File: src/hdl/tkn_pkg.sv
// Shared types, constants and the ordering function for the top-k nearest selector.
package tkn_pkg;

  localparam int DIST_W          = 32;
  localparam int IDX_W           = 16;
  localparam int RANK_W          = 4;
  localparam int NC_W            = 5;
  localparam int RESULT_CAP      = 16;
  localparam int MAX_NEIGHBORS_D = 16;
  localparam int ADDR_W          = 3;
  localparam int DATA_W          = 32;

  // Register word select, taken from paddr[2].
  localparam logic REG_NEIGHBOR_COUNT = 1'b0;

  localparam logic [NC_W-1:0] NEIGHBOR_COUNT_RST = NC_W'(1);

  typedef struct packed {
    logic [DIST_W-1:0] distance;
    logic [IDX_W-1:0]  idx;
  } entry_t;

  // What a cell hands to its right-hand neighbor.
  typedef struct packed {
    entry_t ent;
    logic   after;
  } link_t;

  // Per-cell control from the top level.
  typedef struct packed {
    logic live;
    logic ins;
  } cell_ctl_t;

  // True when stored entry a orders after candidate b (distance, then index).
  function automatic logic entry_after(entry_t a, entry_t b);
    logic res;
    if (a.distance != b.distance) res = a.distance > b.distance;
    else                          res = a.idx > b.idx;
    return res;
  endfunction

endpackage

File: src/hdl/streaming_top_k_nearest.sv
// Top level of the streaming top-k nearest selector: sorted cell chain plus result bank.
//
//  channel   dir  handshake           payload
//  in        in   in_valid/in_stall   candidate_distance, point_index, query_end
//  out       out  out_valid/out_stall neighbor_index, neighbor_distance, neighbor_rank, run_last
//  apb       in   psel/penable/pready neighbor_count at byte address 0
//
// One candidate per cycle; every cell compares and shifts in the same cycle.
// The query-end item also copies the store into the result bank, which gives
// one result per cycle, up to 16 per query. A query-end item waits in in_stall
// only while the previous run is still in the bank.
// Synchronous reset empties the store and bank and sets neighbor_count to 1.
// out_stall holds the bank; candidates that do not end a query keep flowing.
module streaming_top_k_nearest
  import tkn_pkg::*;
#(
  parameter int MAX_NEIGHBORS = MAX_NEIGHBORS_D
) (
  input  logic              clk,
  input  logic              rst,
  input  logic              psel,
  input  logic              penable,
  input  logic              pwrite,
  input  logic [ADDR_W-1:0] paddr,
  input  logic [DATA_W-1:0] pwdata,
  output logic [DATA_W-1:0] prdata,
  output logic              pready,
  input  logic              in_valid,
  output logic              in_stall,
  input  logic [DIST_W-1:0] candidate_distance,
  input  logic [IDX_W-1:0]  point_index,
  input  logic              query_end,
  output logic              out_valid,
  input  logic              out_stall,
  output logic [IDX_W-1:0]  neighbor_index,
  output logic [DIST_W-1:0] neighbor_distance,
  output logic [RANK_W-1:0] neighbor_rank,
  output logic              run_last
);

  localparam int CNT_W = $clog2(MAX_NEIGHBORS + 1);

  logic [NC_W-1:0]  neighbor_count;
  logic [CNT_W-1:0] k_eff;
  logic [CNT_W-1:0] kept_count;
  logic [CNT_W-1:0] limit;
  logic [CNT_W-1:0] count_after;
  logic [CNT_W-1:0] load_count;
  logic             accept;
  logic             append;
  logic             replace;
  logic             any_lt;
  logic             drain_busy;
  entry_t           cand;
  link_t            link  [MAX_NEIGHBORS];
  entry_t           nxt   [MAX_NEIGHBORS];
  logic             lt    [MAX_NEIGHBORS];
  cell_ctl_t        ctl   [MAX_NEIGHBORS];

  // Configuration port
  assign pready = 1'b1;

  always_ff @(posedge clk) begin
    if (rst) begin
      neighbor_count <= NEIGHBOR_COUNT_RST;
    end else if (psel && penable && pwrite && paddr[2] == REG_NEIGHBOR_COUNT) begin
      neighbor_count <= pwdata[NC_W-1:0];
    end
  end

  always_comb begin
    prdata = '0;
    if (paddr[2] == REG_NEIGHBOR_COUNT) prdata = DATA_W'(neighbor_count);
  end

  // k clamped into 1..MAX_NEIGHBORS
  always_comb begin
    if (neighbor_count == '0) begin
      k_eff = CNT_W'(1);
    end else if (32'(neighbor_count) > MAX_NEIGHBORS) begin
      k_eff = CNT_W'(MAX_NEIGHBORS);
    end else begin
      k_eff = CNT_W'(neighbor_count);
    end
  end

  assign in_stall = in_valid && query_end && drain_busy;
  assign accept   = in_valid && !in_stall;

  assign cand.distance = candidate_distance;
  assign cand.idx      = point_index;

  // Store is sorted, so a candidate beats the worst entry iff it beats any held one.
  always_comb begin
    any_lt = 1'b0;
    for (int i = 0; i < MAX_NEIGHBORS; i++) begin
      if (32'(kept_count) > i && lt[i]) any_lt = 1'b1;
    end
  end

  assign append      = kept_count < k_eff;
  assign replace     = !append && any_lt;
  assign limit       = append ? kept_count : kept_count - CNT_W'(1);
  assign count_after = append ? kept_count + CNT_W'(1) : kept_count;

  for (genvar i = 0; i < MAX_NEIGHBORS; i++) begin : g_cell
    link_t left;

    if (i == 0) begin : g_head
      assign left.ent   = cand;
      assign left.after = 1'b0;
    end else begin : g_body
      assign left = link[(i > 0) ? i - 1 : 0];
    end

    assign ctl[i].live = 32'(limit) > i;
    assign ctl[i].ins  = accept && (append || replace);

    tkn_cell u_cell (
      .clk      (clk),
      .cand     (cand),
      .left     (left),
      .ctl      (ctl[i]),
      .link     (link[i]),
      .ent_next (nxt[i]),
      .lt       (lt[i])
    );
  end

  always_ff @(posedge clk) begin
    if (rst) begin
      kept_count <= '0;
    end else if (accept) begin
      kept_count <= query_end ? '0 : count_after;
    end
  end

  always_comb begin
    if (32'(count_after) > RESULT_CAP) load_count = CNT_W'(RESULT_CAP);
    else                               load_count = count_after;
  end

  tkn_drain #(
    .DEPTH (MAX_NEIGHBORS),
    .CNT_W (CNT_W)
  ) u_drain (
    .clk               (clk),
    .rst               (rst),
    .load              (accept && query_end),
    .load_count        (load_count),
    .src               (nxt),
    .busy              (drain_busy),
    .out_valid         (out_valid),
    .out_stall         (out_stall),
    .neighbor_index    (neighbor_index),
    .neighbor_distance (neighbor_distance),
    .neighbor_rank     (neighbor_rank),
    .run_last          (run_last)
  );

endmodule

File: src/hdl/tkn_cell.sv
// One sorted-store cell: holds an entry and takes the candidate or its left neighbor's entry.
module tkn_cell
  import tkn_pkg::*;
(
  input  logic      clk,
  input  entry_t    cand,
  input  link_t     left,
  input  cell_ctl_t ctl,
  output link_t     link,
  output entry_t    ent_next,
  output logic      lt
);

  entry_t ent;
  logic   after;

  // Cells past the live prefix count as empty, so they always move when an insertion is made.
  assign after = !ctl.live || entry_after(ent, cand);
  assign lt    = cand.distance < ent.distance;

  always_comb begin
    ent_next = ent;
    if (ctl.ins && after) begin
      ent_next = left.after ? left.ent : cand;
    end
  end

  always_ff @(posedge clk) begin
    ent <= ent_next;
  end

  assign link.ent   = ent;
  assign link.after = after;

endmodule

File: src/hdl/tkn_drain.sv
// Result bank: snapshot of the store at query end, shifted out one entry per request.
module tkn_drain
  import tkn_pkg::*;
#(
  parameter int DEPTH = MAX_NEIGHBORS_D,
  parameter int CNT_W = $clog2(MAX_NEIGHBORS_D + 1)
) (
  input  logic              clk,
  input  logic              rst,
  input  logic              load,
  input  logic [CNT_W-1:0]  load_count,
  input  entry_t            src [DEPTH],
  output logic              busy,
  output logic              out_valid,
  input  logic              out_stall,
  output logic [IDX_W-1:0]  neighbor_index,
  output logic [DIST_W-1:0] neighbor_distance,
  output logic [RANK_W-1:0] neighbor_rank,
  output logic              run_last
);

  entry_t             bank [DEPTH];
  logic [CNT_W-1:0]   remain;
  logic [RANK_W-1:0]  rank;
  logic               shift;

  assign busy      = remain != '0;
  assign out_valid = busy;
  assign shift     = out_valid && !out_stall;

  for (genvar j = 0; j < DEPTH; j++) begin : g_bank
    always_ff @(posedge clk) begin
      if (load) begin
        bank[j] <= src[j];
      end else if (shift && j < DEPTH - 1) begin
        bank[j] <= bank[(j < DEPTH - 1) ? j + 1 : j];
      end
    end
  end

  always_ff @(posedge clk) begin
    if (rst) begin
      remain <= '0;
      rank   <= '0;
    end else if (load) begin
      remain <= load_count;
      rank   <= '0;
    end else if (shift) begin
      remain <= remain - CNT_W'(1);
      rank   <= rank + RANK_W'(1);
    end
  end

  assign neighbor_index    = bank[0].idx;
  assign neighbor_distance = bank[0].distance;
  assign neighbor_rank     = rank;
  assign run_last          = remain == CNT_W'(1);

endmodule

File: config.mk
export PLATFORM = sky130hd
export DESIGN_NAME = streaming_top_k_nearest
export DESIGN_NICKNAME = d
export VERILOG_FILES = /design/src/hdl/tkn_pkg.sv /design/src/hdl/streaming_top_k_nearest.sv /design/src/hdl/tkn_cell.sv /design/src/hdl/tkn_drain.sv
export SDC_FILE = /design/constraint.sdc
export NUM_CORES = 2
export LEC_CHECK = 0
export BUFFER_PORTS_ARGS = -buffer_cell sky130_fd_sc_hd__buf_4
export CELL_PAD_IN_SITES_DETAIL_PLACEMENT = 2
export CELL_PAD_IN_SITES_GLOBAL_PLACEMENT = 2
export CORE_ASPECT_RATIO = 1.2
export CORE_UTILIZATION = 42
export CTS_CLUSTER_DIAMETER = 200
export DETAILED_ROUTE_END_ITERATION = 8
export PLACE_DENSITY = 0.85
export REMOVE_ABC_BUFFERS = 1
export SYNTH_ARGS = -nofsm -noshare
export SYNTH_HDL_FRONTEND = slang
export SYNTH_SLANG_ARGS = --single-unit
File: constraint.sdc
create_clock -name clk -period 21.2 [get_ports clk]
set_input_delay 2.12 -clock clk [delete_from_list [all_inputs] [get_ports clk]]
set_output_delay 2.12 -clock clk [all_outputs]
set_load 0.05 [all_outputs]
==> impl_metrics.prom <==
# TYPE chip_impl_metric gauge
chip_impl_info{name="rr_startpoint",value="g_cell[6].u_cell.link[47]"} 1
chip_impl_metric{name="flop_to_flop_setup_slack",unit="ns"} 13.19
chip_impl_metric{name="max_freq",unit="MHz"} 103
chip_impl_metric{name="postSynthCellCount",unit=""} 9052
chip_impl_info{name="top_reg_cell_synth",value="dfxtp_1"} 1
chip_impl_metric{name="fp.dieArea",unit="um^2"} 212000
chip_impl_metric{name="cts_sinks",unit=""} 1555
chip_impl_info{name="timing.setup.critical_path_class",value="input pin to flip-flop"} 1
chip_impl_info{name="tritoncts",value="done"} 1
chip_impl_metric{name="drt_wl_total",unit="um"} 362000
chip_impl_metric{name="place.gp.congestion",unit=""} 0.864
chip_impl_metric{name="remaining_drc_errors",unit=""} 0
chip_impl_metric{name="overflow",unit=""} 0
chip_impl_info{name="critical_path_endpoint_category",value="flip-flop"} 1
chip_impl_metric{name="cts-htree-levels",unit=""} 4
chip_impl_metric{name="slew-limit-headroom",unit=""} 0.0550
chip_impl_metric{name="clkSlewWorstSetupHoldPaths",unit="ns"} 0.06
chip_impl_metric{name="post-place-cells",unit=""} 11400
chip_impl_metric{name="drt_first_iter_violations",unit=""} 5966
chip_impl_metric{name="std_cell_rows",unit=""} 183
chip_impl_metric{name="post_cts.repair.setup_buffers",unit=""} 0
chip_impl_metric{name="layout_stage_area_growth_over_the_synthesis_result",unit="%"} 9.56
chip_impl_metric{name="max_slew.worst_pin.slew",unit="ns"} 1.38
chip_impl_info{name="cts_root_buffer",value="clkbuf_16"} 1
chip_impl_metric{name="dr.pass1.iters",unit=""} 5
chip_impl_info{name="hold-path-endpoint",value="g_cell[15].u_cell.link[44]"} 1
chip_impl_metric{name="cp_data_required_time",unit="ns"} 21.80
chip_impl_metric{name="post_cts_hold_buffer_count",unit=""} 0
chip_impl_metric{name="post_synth.cell_area_avg",unit="um^2"} 9.74
chip_impl_info{name="hold_startpoint",value="g_cell[15].u_cell.link[44]"} 1
chip_impl_metric{name="synth_area",unit="um^2"} 88200
chip_impl_metric{name="synth.distinct_cells",unit=""} 83
chip_impl_metric{name="timing.final.crit_share",unit=""} 0.457
chip_impl_metric{name="timing_hold_violations_final",unit=""} 0
chip_impl_metric{name="hold_depth",unit=""} 1
chip_impl_metric{name="ctsResizeCount",unit=""} 0
chip_impl_info{name="synth.area.top_cells",value="edfxtp_1 (26%), dfxtp_1 (18%), ha_1 (11%)"} 1
chip_impl_metric{name="peakVddDrop",unit="uV"} 123
chip_impl_metric{name="antenna_violations_before_repair",unit=""} 13
chip_impl_metric{name="fin_worst_skew",unit="ns"} 0.0467
chip_impl_metric{name="power.leakage",unit="nW"} 38.9
chip_impl_metric{name="core",unit="um^2"} 208000
chip_impl_metric{name="final_net_count",unit=""} 9636
chip_impl_metric{name="fin_setup_tns",unit="ns"} 0
chip_impl_metric{name="layout-drive-gt1-share",unit=""} 0.0893
chip_impl_metric{name="hold_slack",unit="ns"} 0.511
chip_impl_metric{name="critPathArrivalTime",unit="ns"} 10.30
chip_impl_metric{name="die_span_in_x",unit="um"} 420
chip_impl_info{name="status",value="complete, no violations"} 1
chip_impl_metric{name="multi_input_area",unit="um^2"} 46100
chip_impl_metric{name="setup-violations-final",unit=""} 0
chip_impl_metric{name="route.detailed.vias_per_inst",unit=""} 6.68
chip_impl_metric{name="report.final.slew_viol_count",unit=""} 0
chip_impl_info{name="grt_setup_unrepaired",value="false"} 1
chip_impl_metric{name="final_cell_count_no_fill",unit=""} 11700
chip_impl_info{name="critPathLaunch",value="candidate_distance[29]"} 1
chip_impl_metric{name="global_route_usage_over_all_layers",unit=""} 0.332
chip_impl_metric{name="wire_per_inst",unit="um"} 31.0
chip_impl_metric{name="final_period_minus_worst_setup_slack",unit="ns"} 9.70
chip_impl_info{name="synth.largest_area_cell",value="edfxtp_1"} 1
chip_impl_info{name="mostFrequentLayoutCell",value="a21oi_1"} 1
chip_impl_metric{name="die_height",unit="um"} 504
chip_impl_metric{name="design.portCount",unit=""} 179
chip_impl_info{name="layout.cells.most_common_list",value="a21oi_1 (1005), nand2_1 (816), dfxtp_1 (787)"} 1
chip_impl_metric{name="clock_latency",unit="ns"} 0.87
chip_impl_metric{name="grt_pass1_vias",unit=""} 86600
chip_impl_metric{name="netlist.area_leader.share",unit=""} 0.262
chip_impl_metric{name="nFillCells",unit=""} 21600
chip_impl_metric{name="synth_edf_count",unit=""} 768
chip_impl_metric{name="initial_utilization",unit=""} 0.424
chip_impl_metric{name="seqCellArea",unit="um^2"} 38800
chip_impl_metric{name="crit_fanout",unit=""} 90
chip_impl_metric{name="portBuffers",unit=""} 121
chip_impl_metric{name="clock_path_buffers",unit=""} 3
chip_impl_metric{name="synth-async-reset-ratio",unit=""} 0
chip_impl_metric{name="grt_start_max_net_pins",unit=""} 212
chip_impl_metric{name="worst_r2r_path_depth",unit=""} 15
chip_impl_metric{name="yosys_register_bits",unit=""} 1555
chip_impl_info{name="crit-reg2reg-capture",value="u_drain.bank[8][27]"} 1
chip_impl_metric{name="grt_pass1_wl",unit="um"} 545000
chip_impl_metric{name="route.antenna.remaining_nets",unit=""} 0
chip_impl_metric{name="maxCapViolations",unit=""} 0
chip_impl_metric{name="dp.final_hpwl",unit="um"} 233000
chip_impl_metric{name="seq_total_area_yosys",unit=""} 0.440
chip_impl_info{name="worst_setup_path_start_kind",value="input pin"} 1
chip_impl_info{name="timing.hold.worst.class",value="flip-flop to flip-flop"} 1
chip_impl_metric{name="yosys_warnings",unit=""} 0
chip_impl_metric{name="number_of_vias_in_the_routed_layout",unit=""} 78100
chip_impl_metric{name="cts_buffers",unit=""} 174
chip_impl_metric{name="cell_pwr_density",unit="nW/um^2"} 172
-- worst max path at each step --
stage	endpoint	cells after the start
4_1_cts	u_drain.bank[8][27]	18
5_1_grt	u_drain.bank[9][28]	18
6_report	u_drain.bank[8][27]	18
2_1_floorplan	u_drain.bank[2][0]	2
3_5_place_dp	u_drain.bank[8][27]	18
3_3_place_gp	u_drain.bank[7][23]	17
-- critical path: stages --
cell,delay [ns]
buf_4,0.20
clkinv_1,0.23
buf_4,0.30
ha_1,0.35
and4_1,0.27
nand4_1,0.41
nor3_1,0.91
o41a_1,0.41
o21ai_0,0.37
a21oi_1,0.27
a2111o_1,0.22
o41a_2,0.51
buf_4,0.63
buf_4,0.71
buf_4,0.78
buf_4,0.87
a31oi_1,0.25
a22o_1,0.29
-- area by class of cell --
class,instances,area share
Inverter,120,0.00466
Sequential cell,1555,0.402
Clock inverter,66,0.00642
Tap cell,2775,0.0359
Clock buffer,257,0.0516
Antenna cell,3,0.0000777
Multi-Input combinational cell,6639,0.477
Timing Repair Buffer,275,0.0224
-- logic make-up after synthesis --
group / Yosys count / share of synthesized area
buffers and inverters: 884 / 0.0410
adders and majority gates: 780 / 0.111
xor gates and xnor gates: 6 / 0.000596
muxes: 441 / 0.0514
and+or+nand+nor: 1909 / 0.0967
AOI/OAI and AO/OA: 3475 / 0.259
DFF: 1555 / 0.440
other: 2 / 0.0000852
-- sequential cells by signal, summed over array words and instances, names as in the netlist --
signal,count
g_cell.u_cell.link,768
u_drain.neighbor_rank,4
u_drain.remain,5
neighbor_count,5
kept_count,5
u_drain.bank,768
-- per-layer routing --
layer	wire length [um]	track usage	vias up	part of all wire
li1	-	-	34000	-
met2	177000	0.564	2663	0.49
met3	18800	0.0511	1061	0.052
met1	141000	0.388	40400	0.39
met5	64	0	-	0.00018
met4	25200	0.212	10	0.069
-- per-stage QoR --
step           power (mW)  setup slack (ns)  cell area (um^2)  utilization
6_report             16.7             11.50             96600        0.465
5_1_grt              17.5             11.45             96600        0.465
4_1_cts              16.6             11.77             96600        0.465
3_5_place_dp         13.2             10.98             91000        0.438
3_3_place_gp         12.4             11.25             91000        0.438
2_1_floorplan        12.3            -30.05             85100            -
-- Yosys cell counts, types with 142 or more instances --
| master | count |
|---|---|
| o2111a_1 | 145 |
| nor3_1 | 145 |
| o21ai_1 | 191 |
| a31oi_1 | 255 |
| dfxtp_1 | 787 |
| o21ai_0 | 460 |
| nand2_1 | 824 |
| clkbuf_1 | 548 |
| a21o_1 | 266 |
| a22o_1 | 199 |
| mux2i_1 | 347 |
| a21oi_1 | 1007 |
| a21boi_0 | 181 |
| edfxtp_1 | 768 |
| ha_1 | 780 |
| a31o_2 | 142 |
| nor2_1 | 458 |
| o31ai_1 | 247 |
-- power breakdown --
group / switching [mW] / internal, mW / leakage, nW
sequential: 1.02 / 5.13 / 13.8
clock: 1.36 / 1.75 / 2.75
combinational: 4.87 / 2.54 / 22.4
(Power assumes the default switching activity.)
